<file path="config.mk">
export PLATFORM = sky130hd
export DESIGN_NAME = key_short_long_press_detector
export DESIGN_NICKNAME = d
export VERILOG_FILES = /design/src/hdl/kslpd_pkg.sv /design/src/hdl/key_short_long_press_detector.sv
export SDC_FILE = /design/constraint.sdc
export NUM_CORES = 1
export LEC_CHECK = 0
export BUFFER_PORTS_ARGS = -buffer_cell sky130_fd_sc_hd__buf_4
export CAP_MARGIN = 25
export CORE_UTILIZATION = 35
export DETAILED_ROUTE_END_ITERATION = 10
export SETUP_SLACK_MARGIN = 0.5
export SLEW_MARGIN = 10
export SYNTH_ARGS = -nofsm -noshare
export SYNTH_HDL_FRONTEND = slang
export SYNTH_SLANG_ARGS = --single-unit
</file>
<file path="constraint.sdc">
create_clock -name aclk -period 5.1 [get_ports aclk]
set_input_delay 0.51 -clock aclk [delete_from_list [all_inputs] [get_ports aclk]]
set_output_delay 0.51 -clock aclk [all_outputs]
set_load 0.1 [all_outputs]
</file>
<file path="src/hdl/kslpd_pkg.sv">
// shared constants and register codes for the key short/long press detector
package kslpd_pkg;

    localparam int KEY_MASK_W   = 4;
    localparam int KEY_IDX_W    = 2;
    localparam int CNT_W        = 16;
    localparam int CFG_IDX_W    = 3;
    localparam int CFG_DATA_W   = 16;
    localparam int NUM_KEYS_DEF = 4;

    localparam logic [CNT_W-1:0] COUNT_TOP = 16'hFFFF;

    // configuration register indexes
    localparam logic [CFG_IDX_W-1:0] REG_KEY_ENABLE   = 3'd0;
    localparam logic [CFG_IDX_W-1:0] REG_KEY_POLARITY = 3'd1;
    localparam logic [CFG_IDX_W-1:0] REG_SHORT_THRESH = 3'd2;
    localparam logic [CFG_IDX_W-1:0] REG_LONG_THRESH  = 3'd3;
    localparam logic [CFG_IDX_W-1:0] REG_LONG_ENABLE  = 3'd4;

    // reset values of the registers
    localparam logic [KEY_MASK_W-1:0] RST_KEY_ENABLE   = 4'd1;
    localparam logic [KEY_MASK_W-1:0] RST_KEY_POLARITY = 4'd0;
    localparam logic [CNT_W-1:0]      RST_SHORT_THRESH = 16'd3;
    localparam logic [CNT_W-1:0]      RST_LONG_THRESH  = 16'd100;
    localparam logic                  RST_LONG_ENABLE  = 1'b1;

    // event kinds
    localparam logic EV_SHORT = 1'b0;
    localparam logic EV_LONG  = 1'b1;

endpackage

</file>
<file path="src/hdl/key_short_long_press_detector.sv">
// key short/long press detector: per-key hold counters and an event queue
//
//  channel  | direction | handshake           | payload
//  s_       | in        | s_valid / s_ready   | s_key_levels
//  m_       | out       | m_valid / m_ready   | m_key_index, m_event_kind,
//           |           |                     | m_press_count, m_last_event
//  cfg_     | in        | cfg_wr_en           | cfg_index, cfg_wr_data
//
// a scan tick updates the counters of all enabled keys in the cycle it is
// taken and queues its events in per-key event registers; one event leaves
// per cycle while m_ready is high, in ascending key order.
// the next tick is taken in the cycle the last queued event transfers.
// reset (aresetn low, synchronous) clears counters, long marks, the queue
// and loads the register defaults.
module key_short_long_press_detector #(
    parameter int NUM_KEYS = kslpd_pkg::NUM_KEYS_DEF
) (
    input  logic                              aclk,
    input  logic                              aresetn,
    input  logic                              s_valid,
    output logic                              s_ready,
    input  logic [kslpd_pkg::KEY_MASK_W-1:0]  s_key_levels,
    output logic                              m_valid,
    input  logic                              m_ready,
    output logic [kslpd_pkg::KEY_IDX_W-1:0]   m_key_index,
    output logic                              m_event_kind,
    output logic [kslpd_pkg::CNT_W-1:0]       m_press_count,
    output logic                              m_last_event,
    input  logic                              cfg_wr_en,
    input  logic [kslpd_pkg::CFG_IDX_W-1:0]   cfg_index,
    input  logic [kslpd_pkg::CFG_DATA_W-1:0]  cfg_wr_data
);
    import kslpd_pkg::*;

    // keys beyond the mask width can never be enabled
    localparam int ACT_KEYS = (NUM_KEYS < KEY_MASK_W) ? NUM_KEYS : KEY_MASK_W;

    logic [KEY_MASK_W-1:0] key_enable_reg;
    logic [KEY_MASK_W-1:0] key_polarity_reg;
    logic [CNT_W-1:0]      short_threshold_reg;
    logic [CNT_W-1:0]      long_threshold_reg;
    logic                  long_enable_reg;

    logic [CNT_W-1:0]      hold_count_reg  [ACT_KEYS];
    logic [CNT_W-1:0]      hold_count_next [ACT_KEYS];
    logic [ACT_KEYS-1:0]   long_rep_reg;
    logic [ACT_KEYS-1:0]   long_rep_next;

    logic [ACT_KEYS-1:0]   pend_reg;
    logic [ACT_KEYS-1:0]   pend_next;
    logic [ACT_KEYS-1:0]   ev_kind_reg;
    logic [ACT_KEYS-1:0]   ev_kind_next;
    logic [CNT_W-1:0]      ev_count_reg  [ACT_KEYS];
    logic [CNT_W-1:0]      ev_count_next [ACT_KEYS];

    logic [CNT_W-1:0]      count_inc [ACT_KEYS];
    logic [CNT_W-1:0]      count_eff [ACT_KEYS];
    logic [ACT_KEYS-1:0]   held;
    logic [ACT_KEYS-1:0]   new_events;
    logic [ACT_KEYS-1:0]   pend_low;
    logic [ACT_KEYS-1:0]   pend_rest;
    logic                  s_xfer;
    logic                  m_xfer;

    // configuration writes
    always_ff @(posedge aclk) begin
        if (!aresetn) begin
            key_enable_reg      <= RST_KEY_ENABLE;
            key_polarity_reg    <= RST_KEY_POLARITY;
            short_threshold_reg <= RST_SHORT_THRESH;
            long_threshold_reg  <= RST_LONG_THRESH;
            long_enable_reg     <= RST_LONG_ENABLE;
        end else if (cfg_wr_en) begin
            case (cfg_index)
                REG_KEY_ENABLE:   key_enable_reg      <= cfg_wr_data[KEY_MASK_W-1:0];
                REG_KEY_POLARITY: key_polarity_reg    <= cfg_wr_data[KEY_MASK_W-1:0];
                REG_SHORT_THRESH: short_threshold_reg <= cfg_wr_data[CNT_W-1:0];
                REG_LONG_THRESH:  long_threshold_reg  <= cfg_wr_data[CNT_W-1:0];
                REG_LONG_ENABLE:  long_enable_reg     <= cfg_wr_data[0];
                default: ;
            endcase
        end
    end

    // per-key counter update and event generation for one tick
    always_comb begin
        hold_count_next = hold_count_reg;
        long_rep_next   = long_rep_reg;
        new_events      = '0;
        ev_kind_next    = ev_kind_reg;
        ev_count_next   = ev_count_reg;
        for (int k = 0; k < ACT_KEYS; k++) begin
            held[k]      = ~(s_key_levels[k] ^ key_polarity_reg[k]);
            count_inc[k] = hold_count_reg[k] + CNT_W'(1);
            // a reported long press leaves the count at zero for the release check
            count_eff[k] = long_rep_reg[k] ? '0 : hold_count_reg[k];
            if (key_enable_reg[k]) begin
                if (held[k]) begin
                    if (!long_rep_reg[k]) begin
                        if (long_enable_reg && (count_inc[k] >= long_threshold_reg)) begin
                            long_rep_next[k]   = 1'b1;
                            new_events[k]      = 1'b1;
                            ev_kind_next[k]    = EV_LONG;
                            ev_count_next[k]   = count_inc[k];
                            hold_count_next[k] = '0;
                        end else if (count_inc[k] == COUNT_TOP) begin
                            hold_count_next[k] = '0;
                        end else begin
                            hold_count_next[k] = count_inc[k];
                        end
                    end else begin
                        hold_count_next[k] = '0;
                    end
                end else begin
                    if (count_eff[k] >= short_threshold_reg) begin
                        new_events[k]    = 1'b1;
                        ev_kind_next[k]  = EV_SHORT;
                        ev_count_next[k] = count_eff[k];
                    end
                    long_rep_next[k]   = 1'b0;
                    hold_count_next[k] = '0;
                end
            end
        end
    end

    // lowest pending key leaves first
    assign pend_low  = pend_reg & (~pend_reg + ACT_KEYS'(1));
    assign pend_rest = pend_reg & ~pend_low;

    assign m_valid      = |pend_reg;
    assign m_last_event = (pend_rest == '0);
    assign m_xfer       = m_valid && m_ready;
    assign s_ready      = (pend_reg == '0) || (m_ready && (pend_rest == '0));
    assign s_xfer       = s_valid && s_ready;

    always_comb begin
        m_key_index   = '0;
        m_event_kind  = EV_SHORT;
        m_press_count = '0;
        for (int k = ACT_KEYS - 1; k >= 0; k--) begin
            if (pend_reg[k]) begin
                m_key_index   = KEY_IDX_W'(k);
                m_event_kind  = ev_kind_reg[k];
                m_press_count = ev_count_reg[k];
            end
        end
    end

    always_comb begin
        pend_next = pend_reg;
        if (s_xfer) begin
            pend_next = new_events;
        end else if (m_xfer) begin
            pend_next = pend_rest;
        end
    end

    always_ff @(posedge aclk) begin
        if (!aresetn) begin
            for (int k = 0; k < ACT_KEYS; k++) begin
                hold_count_reg[k] <= '0;
            end
            long_rep_reg <= '0;
            pend_reg     <= '0;
        end else begin
            pend_reg <= pend_next;
            if (s_xfer) begin
                hold_count_reg <= hold_count_next;
                long_rep_reg   <= long_rep_next;
            end
        end
    end

    always_ff @(posedge aclk) begin
        if (s_xfer) begin
            ev_kind_reg  <= ev_kind_next;
            ev_count_reg <= ev_count_next;
        end
    end

    // a stalled input side always has an event waiting
    a_stall_has_event: assert property (@(posedge aclk) disable iff (!aresetn)
        !s_ready |-> m_valid)
        else $error("input stalled with no pending event");

    // the queue only gains events when a tick is taken
    a_queue_no_growth: assert property (@(posedge aclk) disable iff (!aresetn)
        !s_xfer |=> ((pend_reg & ~$past(pend_reg)) == '0))
        else $error("event queue grew without a tick transfer");

    genvar g;
    for (g = 0; g < ACT_KEYS; g++) begin : g_key_chk
        // after a long report the counter sits at zero until release
        a_long_count_zero: assert property (@(posedge aclk) disable iff (!aresetn)
            long_rep_reg[g] |-> (hold_count_reg[g] == '0))
            else $error("hold count nonzero after long report");

        // the counter never rests at its top value
        a_count_below_top: assert property (@(posedge aclk) disable iff (!aresetn)
            hold_count_reg[g] != COUNT_TOP)
            else $error("hold count reached its top value");
    end

endmodule
</file>
# --- After elaboration in Yosys (flattened, before gate mapping) ---
# Index checks and enable logic that the tools add are counted.
classes:
  n_addsub: 5
  mul: 0
  div: 0
  order_cmp: 8
  eq_ne: 16
  shifts: 0
  muxes: 94
  n_bitwise: 8
  n_reduce_logical: 30
ops:
  columns: ["op", "count"]
  rows:
  - ["two-way mux 16 bit", 40]
  - [">= comparator 16 bit", 8]
  - ["adder 16 x 1 -> 16 bit, second input constant", 4]
  - ["equality test 16 bit, second input constant", 4]
  - ["two-way mux 1 bit", 48]
  - ["AND reduction 5 bit", 4]
  - ["AND reduction 2 bit", 9]
  - ["!= test 2 x 1 -> 1 bit, second input constant", 8]
  - ["nonzero test 2 bit", 5]
  - ["bitwise AND 4 bit", 2]
  - ["logical NOT 4 bit", 2]
  - ["two-way mux 2 bit", 4]
  - ["two-way mux 4 bit", 2]
  - ["NOT 4 bit", 2]
  - ["logical AND 1 bit", 7]
  - ["equality test 3 x 2 -> 1 bit, second input constant", 2]
  - ["adder 4 x 1 -> 4 bit, second input constant", 1]
  - ["OR reduction 4 bit", 1]
  - ["XOR 1 bit", 4]
  - ["equality test 3 x 1 -> 1 bit, second input constant", 1]
  - ["equality test 3 bit, second input constant", 1]
  - ["logical NOT 3 bit", 1]
  - ["logical OR 1 bit", 1]
totals:
  regBits: 181
  latchBits: 0
  mem_bits_rw: 0
  mem_bits_ro: 0
  in_bits: 28
  output_inout_bits: 22
  elab_cells: 183
  mem_count: 0

# --- Longest topological paths before layout ---
# Gate-level depths: netlist of the first run.
depth:
  ltp_word: 10
  depth_mapped: 17
  ltp_nobuf: 15

# --- Worst setup path before layout of the first run ---
# No wires, ideal clock.
synth_path:
  path_type: "reg2reg"
  start: "reg hold_count_reg[18] in the netlist's numbering"
  end: "reg ev_count_reg[16] in the netlist's numbering (enable)"
  setup_time_ns: 0.418
  t_arrival_ns: 4.673
  required_ns: 4.682
  setup_slack_ns: 0.009
  stages_incl_launch_ff: 18
  n_path_buf: 4
  period_less_slack_ns: 5.091
  cell_sequence: "dfxtp_1 -> buf_2 -> nand4_1 -> or2_2 -> buf_2 -> nor2_1 -> xnor2_1 -> inv_1 -> ha_1 -> nand2_1 -> o21ai_0 -> a211oi_1 -> o21a_1 -> o41ai_1 -> clkbuf_1 -> clkbuf_1 -> a21oi_1 -> a211oi_1"
synth_via:
  elab_chain_cells: 5
  elab_cells_between_ends: 8
  cone_classes: "1 x add/sub; 2 x order compare; 1 x eq/ne; 1 x mux; 3 x reduce/logical"
synth_rtl:
  columns: ["element", "line_no", "text"]
  rows:
  - ["start: declaration", "key_short_long_press_detector.sv:44", "logic [CNT_W-1:0] hold_count_reg [ACT_KEYS];"]
  - ["start signal: assignment", "key_short_long_press_detector.sv:169", "hold_count_reg <= hold_count_next;"]
  - ["adder 16 x 1 -> 16 bit", "key_short_long_press_detector.sv:94", "count_inc[k] = hold_count_reg[k] + CNT_W'(1);"]
  - [">= comparator 16 bit", "key_short_long_press_detector.sv:100", "if (long_enable_reg && (count_inc[k] >= long_threshold_reg)) begin"]
  - ["logical AND 1 bit", "key_short_long_press_detector.sv:100", null]
  - ["nonzero test 2 bit (no source line)", null, null]
  - ["AND reduction 5 bit (no source line) *", null, null]
  - ["end signal: assignment", "key_short_long_press_detector.sv:178", "ev_count_reg <= ev_count_next;"]
  - ["end: declaration", "key_short_long_press_detector.sv:53", "logic [CNT_W-1:0] ev_count_reg [ACT_KEYS];"]
# Every way passes the cells marked *; elsewhere a longest branch is shown, timed or not.
# A chain may end at the register's enable or synchronous reset.

# --- Worst setup path in the final report of the first run ---
layout_path:
  start: "reg hold_count_reg[18] in the netlist's numbering"
  end: "reg ev_count_reg[25] in the netlist's numbering (enable)"
# Same word-level chain as after synthesis.

==> impl_results.md, run 1 <==
- Status: complete, but fails checks
- Failing checks: DRC
- Input/output buffers: 49
- Post-Syn Nets: approximately 1700
- CP peak stage delay: 500 ps
- Num CTS Buffers: 17
- Die height: 193 um
- GRT overflow: 0
- Slew headroom: about a third
- Area grow syn2layout: 10.8%
- Worst slack, placed: 867 ps
- Period utilization: approximately four fifths
- Design area: around 14000 um2
- Final Non-Filler Cells: between 2000 and 2500
- Die width: a little under 200 um
- FMAX: 241 MHz
- N_diodes: 0
- Final #Nets: 1729
- Top delay family on crit path: compound AO/OA/AOI/OAI gates
- Detailed Routing Iterations Pass 1: 9
- Number of synthesized flops with an enable pin: 68
- CTS sink cnt: 181
- CTS tree: built
- Placed cell areas: roughly 14000 um2
- Yosys warnings: 0
- Measured slew at the worst slew-check pin: just under 1000 ps
- Global Route Usage Sum: a little under a quarter
- Most frequent cells in the layout: nand2_1, ha_1, a21oi_1, dfxtp_1, inv_1
- Final WS setup: between 900 and 1000 ps
- Final setup violation count: 0
- CP Max Fanout: 21
- H-tree depth: 4
- Worst Path Required: 5230 ps
- CTS Root Cell: clkbuf_16
- Filler instances: ~3600
- Critical Path Most Common Cell: buf_4
- Initial antenna violation count: 1
- Minimum clock period: between 4000 and 5000 ps
- Post-Syn Area: around 13000 um2
- Num rows: between 60 and 70
- Worst Setup End Kind: flop
- Cell Pwr Density: 223 nW/um2
- Routed WL per cell: ~21 um
- Hold Violations, Final: 0
- Syn avg cell area: slightly above 8 um2
- GPL Wtd Cong: between 0.9 and 1
- Max cap viols: 0
- Clock transition at path regs: ~70 ps
- CP Cell Sequence: nand4_1 > or2_2 > nor2_1 > xnor2_1 > inv_1 > ha_1 > nand2_1 > o21ai_0 > a211oi_1 > o21a_1 > o41ai_2 > buf_4 > a21oi_1 > a211oi_2 > buf_4
- Vias in the first global route: 10798
- WP data arrival: about 4300 ps
- DRT Wirelength: ~43000 um
- Leak: ~5.8 nW
- Hold Crit Class: in -> reg
- Largest net degree at the start of global routing: 60
- TNS Setup: 0 ps
- Sw Share: approximately a quarter
- Clk_lat worst skew: about 440 ps
- Seq pwr share: between 40% and 50%
- Layout cells sized above 1: ~8%
- Crit-path slowest cell: dfxtp_1
- #FFs+latches synth: 181
- Post-layout util: between 30 and 40%
- Power share of the clock group: roughly 43%
- Combined buffer and inverter count along the critical path: 3
- Critical path startpoint category: flop
- Ys async rst share: 0%
- Hold_ws: 325 ps
- # IOs: 50
- Die area: between 30000 and 40000 um2
- Pint: about 2.4 mW
- Initial Util: between 30 and 40%
- Psw: ~800 uW
- IR drop worst, VDD: approximately 0.23 mV
- First-pass GRT wire length: around 65000 um
- Top_reg_cell synth: dfxtp_1
- Vias per inst: slightly below 6
- Post-DRT Antenna Nets: 0
- Vias after detailed routing: 11878
- Post-Syn Instances: approximately 1600
- Unique masters post-synth: 66
- Max Slew Vio Count: 0
- Seq/Total Area, Yosys: around a third
- Total core area: roughly 36000 um2
- Critical path type: reg -> reg
- Clk buf depth: 2
- Commonest non-fill, non-tap cell in the layout: nand2_1
- Combinational share of power: slightly below 9%
- Inst Count DP: 2006
- Hpwl dp: approximately 32000 um
- Iteration-0 DRC Markers: approximately 1200
- Post-Route Skew: roughly 11 ps
- Hold_buf cts: 0
- Power, Total: between 3 and 4 mW
- Unrepaired setup endpoints after global routing: no
- DRC viols: 6
## cell families after synthesis
group | synth area share (%)
muxes | 0.791
buffers and inverters | 5.81
AOI/OAI and AO/OA | 17.7
DFF | 33.6
adders and majority gates | 13.4
xor gates and xnor gates | 3.55
and+or+nand+nor | 25.1
## per-layer routing
metal  global-route usage, %  wire length, um  vias up
met2                    34.7            18700      513
met5                       0               13        -
met1                    32.2            19300     5677
li1                        -                -     5628
met4                    6.90              939        2
met3                    5.06             4270       58
## cells in the mapped netlist (all sizes together) (14+ instances only)
| master | n | area (um2) |
|---|---|---|
| or4 | 38 | 289 |
| dfxtp | 113 | 2260 |
| o211ai | 14 | 105 |
| nor3 | 31 | 160 |
| a22oi | 17 | 128 |
| a21oi | 122 | 611 |
| buf | 22 | 109 |
| inv | 91 | 342 |
| xor2 | 18 | 158 |
| nand2 | 235 | 882 |
| ha | 136 | 1700 |
| nor2b | 60 | 375 |
| and2 | 16 | 100 |
| edfxtp | 68 | 2040 |
| o21a | 21 | 158 |
| nand3 | 57 | 285 |
| nor2 | 79 | 297 |
| clkbuf | 76 | 287 |
| nand4 | 40 | 256 |
| a21o | 30 | 225 |
| nor4 | 20 | 125 |
| o21ai | 89 | 445 |
| xnor2 | 34 | 298 |
## power groups by stage
stage	Combinational [mW]	Clock, mW	Sequential, mW
after floorplan	0.177	0	1.55
after global placement	0.274	0	1.55
after detailed placement	0.278	0	1.55
after CTS	0.279	1.38	1.52
after global routing	0.304	1.43	1.52
final	0.283	1.36	1.52
## path summary, 6_finish.rpt
check                                                         start  slack, ps                             endpoint  depth (start not counted)
worst max register to register      hold_count_reg[18]$_SDFFE_PN0P_        950           ev_count_reg[25]$_DFFE_PP_                         15
worst min-delay path                                 cfg_wr_data[9]        330   long_threshold_reg[9]$_SDFFE_PN0P_                          3
worst max-delay path                hold_count_reg[18]$_SDFFE_PN0P_        950           ev_count_reg[25]$_DFFE_PP_                         15
worst min register to register  short_threshold_reg[8]$_SDFFE_PN0P_        460  short_threshold_reg[8]$_SDFFE_PN0P_                          2
## tightest hold or removal path, stage by stage
cell and delay (ps):
buf_4 120, nand2_1 50, a21oi_1 50
## what timing repair did
| item | CTS | global route |
|---|---|---|
| endpoints found under the setup margin | 0 | 2 |
| setup buffers | 0 | 0 |
| gates resized for setup | 0 | 2 |
## area by class of cell
type | instances | area, um2 | area share (%)
Multi-Input combinational cell | 1200 | 7830 | 55.1
Sequential cell | 181 | 4300 | 30.3
Tap cell | 461 | 577 | 4.06
Timing Repair Buffer | 72 | 548 | 3.86
Clock buffer | 19 | 433 | 3.05
Inverter | 93 | 349 | 2.46
Clock inverter | 13 | 159 | 1.12
Power figures use the tool's default switching activity.
==> run 2: changes to the inputs <==
- clock period: 5.1 -> 3.4 ns (I/O delays scaled with it)
==> run 2 against run 1 <==
Non-clock buffer count is 216 higher. The flow finishes with violations (DRC, setup timing). Clock power is 46% higher. Flip-flop and latch count stayed put. Sequential share of layout area is 5.5 points lower. Final cell count is 11% higher. First-iteration DRC count is 0.73% higher. Fmax is 20% higher. Register-to-register slack worse by 1000 ps. Die area stayed put. Worst hold slack worse by 190 ps. Sequential power is 49% higher.
==> impl_results.md, run 2 (same netlist as run 1, synthesis figures left out) <==
- Status: complete, but fails checks
- Failing checks: DRC, setup timing
- Commonest non-fill, non-tap cell in the layout: buf_4
- Post-Route Skew: just over 10 ps
- Clk buf depth: 2
- Post-layout util: about half
- Initial antenna violation count: 1
- Placed cell areas: approximately 15000 um2
- CTS tree: built
- Period utilization: 102%
- Max Slew Vio Count: 0
- Worst Setup End Kind: flop
- IR drop worst, VDD: 0.392 mV
- Vias per inst: between 5 and 6
- Num CTS Buffers: 17
- Routed WL per cell: 21.8 um
- Hold Crit Class: in -> reg
- CTS Root Cell: clkbuf_16
- Final setup violation count: 42
- First-pass GRT wire length: between 70000 and 80000 um
- Die height: 193 um
- CTS sink cnt: 181
- Critical path type: reg -> reg
- Power, Total: about 4.7 mW
- Die width: about 190 um
- Vias in the first global route: approximately 12000
- Area grow syn2layout: 38.0%
- GPL Wtd Cong: a little under 1
- Minimum clock period: ~3500 ps
- GRT overflow: 0
- CP Max Fanout: 8
- Initial Util: between 30% and 40%
- WP data arrival: 3640 ps
- Filler instances: 3255
- Measured slew at the worst slew-check pin: about 780 ps
- DRC viols: 6
- Clk_lat worst skew: approximately 450 ps
- Total core area: roughly 36000 um2
- N_diodes: 0
- Die area: 37400 um2
- Cell Pwr Density: between 200 and 300 nW/um2
- Slew headroom: between 40 and 50%
- Clock transition at path regs: 70 ps
- Worst Path Required: around 3600 ps
- Final Non-Filler Cells: between 2000 and 2500
- DRT Wirelength: between 40000 and 50000 um
- Leak: about 7.3 nW
- Sequential Area: around 4400 um2
- Most frequent cells in the layout: buf_4, nand2_1, ha_1, a21oi_1, dfxtp_1
- Largest net degree at the start of global routing: 42
- Final WS setup: -74.3 ps
- Critical path startpoint category: flop
- Input/output buffers: about 50
- Global Route Usage Sum: ~25%
- Num rows: a little under 70
- Hpwl dp: around 35000 um
- Inst Count DP: roughly 2100
- Iteration-0 DRC Markers: roughly 1200
- TNS Setup: -1800 ps
- Vias after detailed routing: between 10000 and 15000
- Layout cells sized above 1: around a third
- H-tree depth: 4
- # IOs: 50
- Max cap viols: 0
- FMAX: around 290 MHz
- Design area: 17700 um2
- Multi-input gate area in the final layout: approximately 9000 um2
- Hold Violations, Final: 0
- Post-DRT Antenna Nets: 0
- Detailed Routing Iterations Pass 1: 9
- Unrepaired setup endpoints after global routing: yes
- Final #Nets: 1948
## run 2: changes by cell type in the layout (fill, tap and decap cells not counted), moves of 14 or more
cell,before,now
a21oi_1,122,88
a21oi_2,0,30
dfxtp_2,0,16
or4_1,37,12
dfxtp_1,113,79
ha_4,0,14
or4_4,1,26
ha_1,136,122
xnor2_1,34,20
buf_6,0,32
buf_4,71,238
dfxtp_4,0,18
o21ai_0,88,63
## run 2: final timing paths
path,from,endpoint,slack [ps],cells past startpoint
hold / removal,cfg_wr_data[6],long_threshold_reg[6]$_SDFFE_PN1P_,130,3
setup / recovery,hold_count_reg[0]$_SDFFE_PN0P_,ev_count_reg[3]$_DFFE_PP_,-70,13
setup reg to reg,hold_count_reg[0]$_SDFFE_PN0P_,ev_count_reg[3]$_DFFE_PP_,-70,13
hold reg to reg,long_threshold_reg[12]$_SDFFE_PN0P_,long_threshold_reg[12]$_SDFFE_PN0P_,450,2
## run 2: area by class of cell
| cell class | instances | share of cell area (%) |
|---|---|---|
| multi-input cells | 1203 | 52.3 |
| flip-flops and latches | 181 | 24.8 |
| repair buffers | 288 | 14.4 |
| well taps | 461 | 3.26 |
| clock buffers | 23 | 2.77 |
| inverters | 93 | 2.01 |
| clock inverters | 8 | 0.417 |
## run 2: critical path, cell delays in order, from the launching register on
cell	delay [ps]
dfxtp_4	380
nand2_4	80
or4_4	600
o21a_1	230
nor2_2	160
inv_2	60
ha_4	270
nand4_1	150
o41ai_4	510
clkbuf_16	230
a21oi_4	60
nor3_4	170
buf_12	150
clkbuf_16	140
## run 2: metal layers
metal / global-route usage [%] / wire length, um
met1: 34.6 / 21400
met2: 37.5 / 21500
met3: 4.55 / 4380
met4: 9.63 / 1910
met5: 0 / 0
## run 2: timing repair
action                                  CTS  global route
hold buffers                              0             0
pin swaps                                18            85
endpoints found under the setup margin  140           141
cloned                                    3            11
buffers inserted                         42            34
gates resized for setup                  67           199
## run 2: per-stage QoR
step	hold WS, ps	worst slack [ps]
CTS	119	98.6
finish	131	-74.3
global placement	443	-71.7
detailed placement	450	-111
floorplan	436	-140
global route	127	-143
## run 2: report_power, final
group / switching [mW] / total [mW] / internal, mW
clock: 0.899 / 1.99 / 1.09
combinational: 0.352 / 0.495 / 0.143
sequential: 0.0193 / 2.27 / 2.25
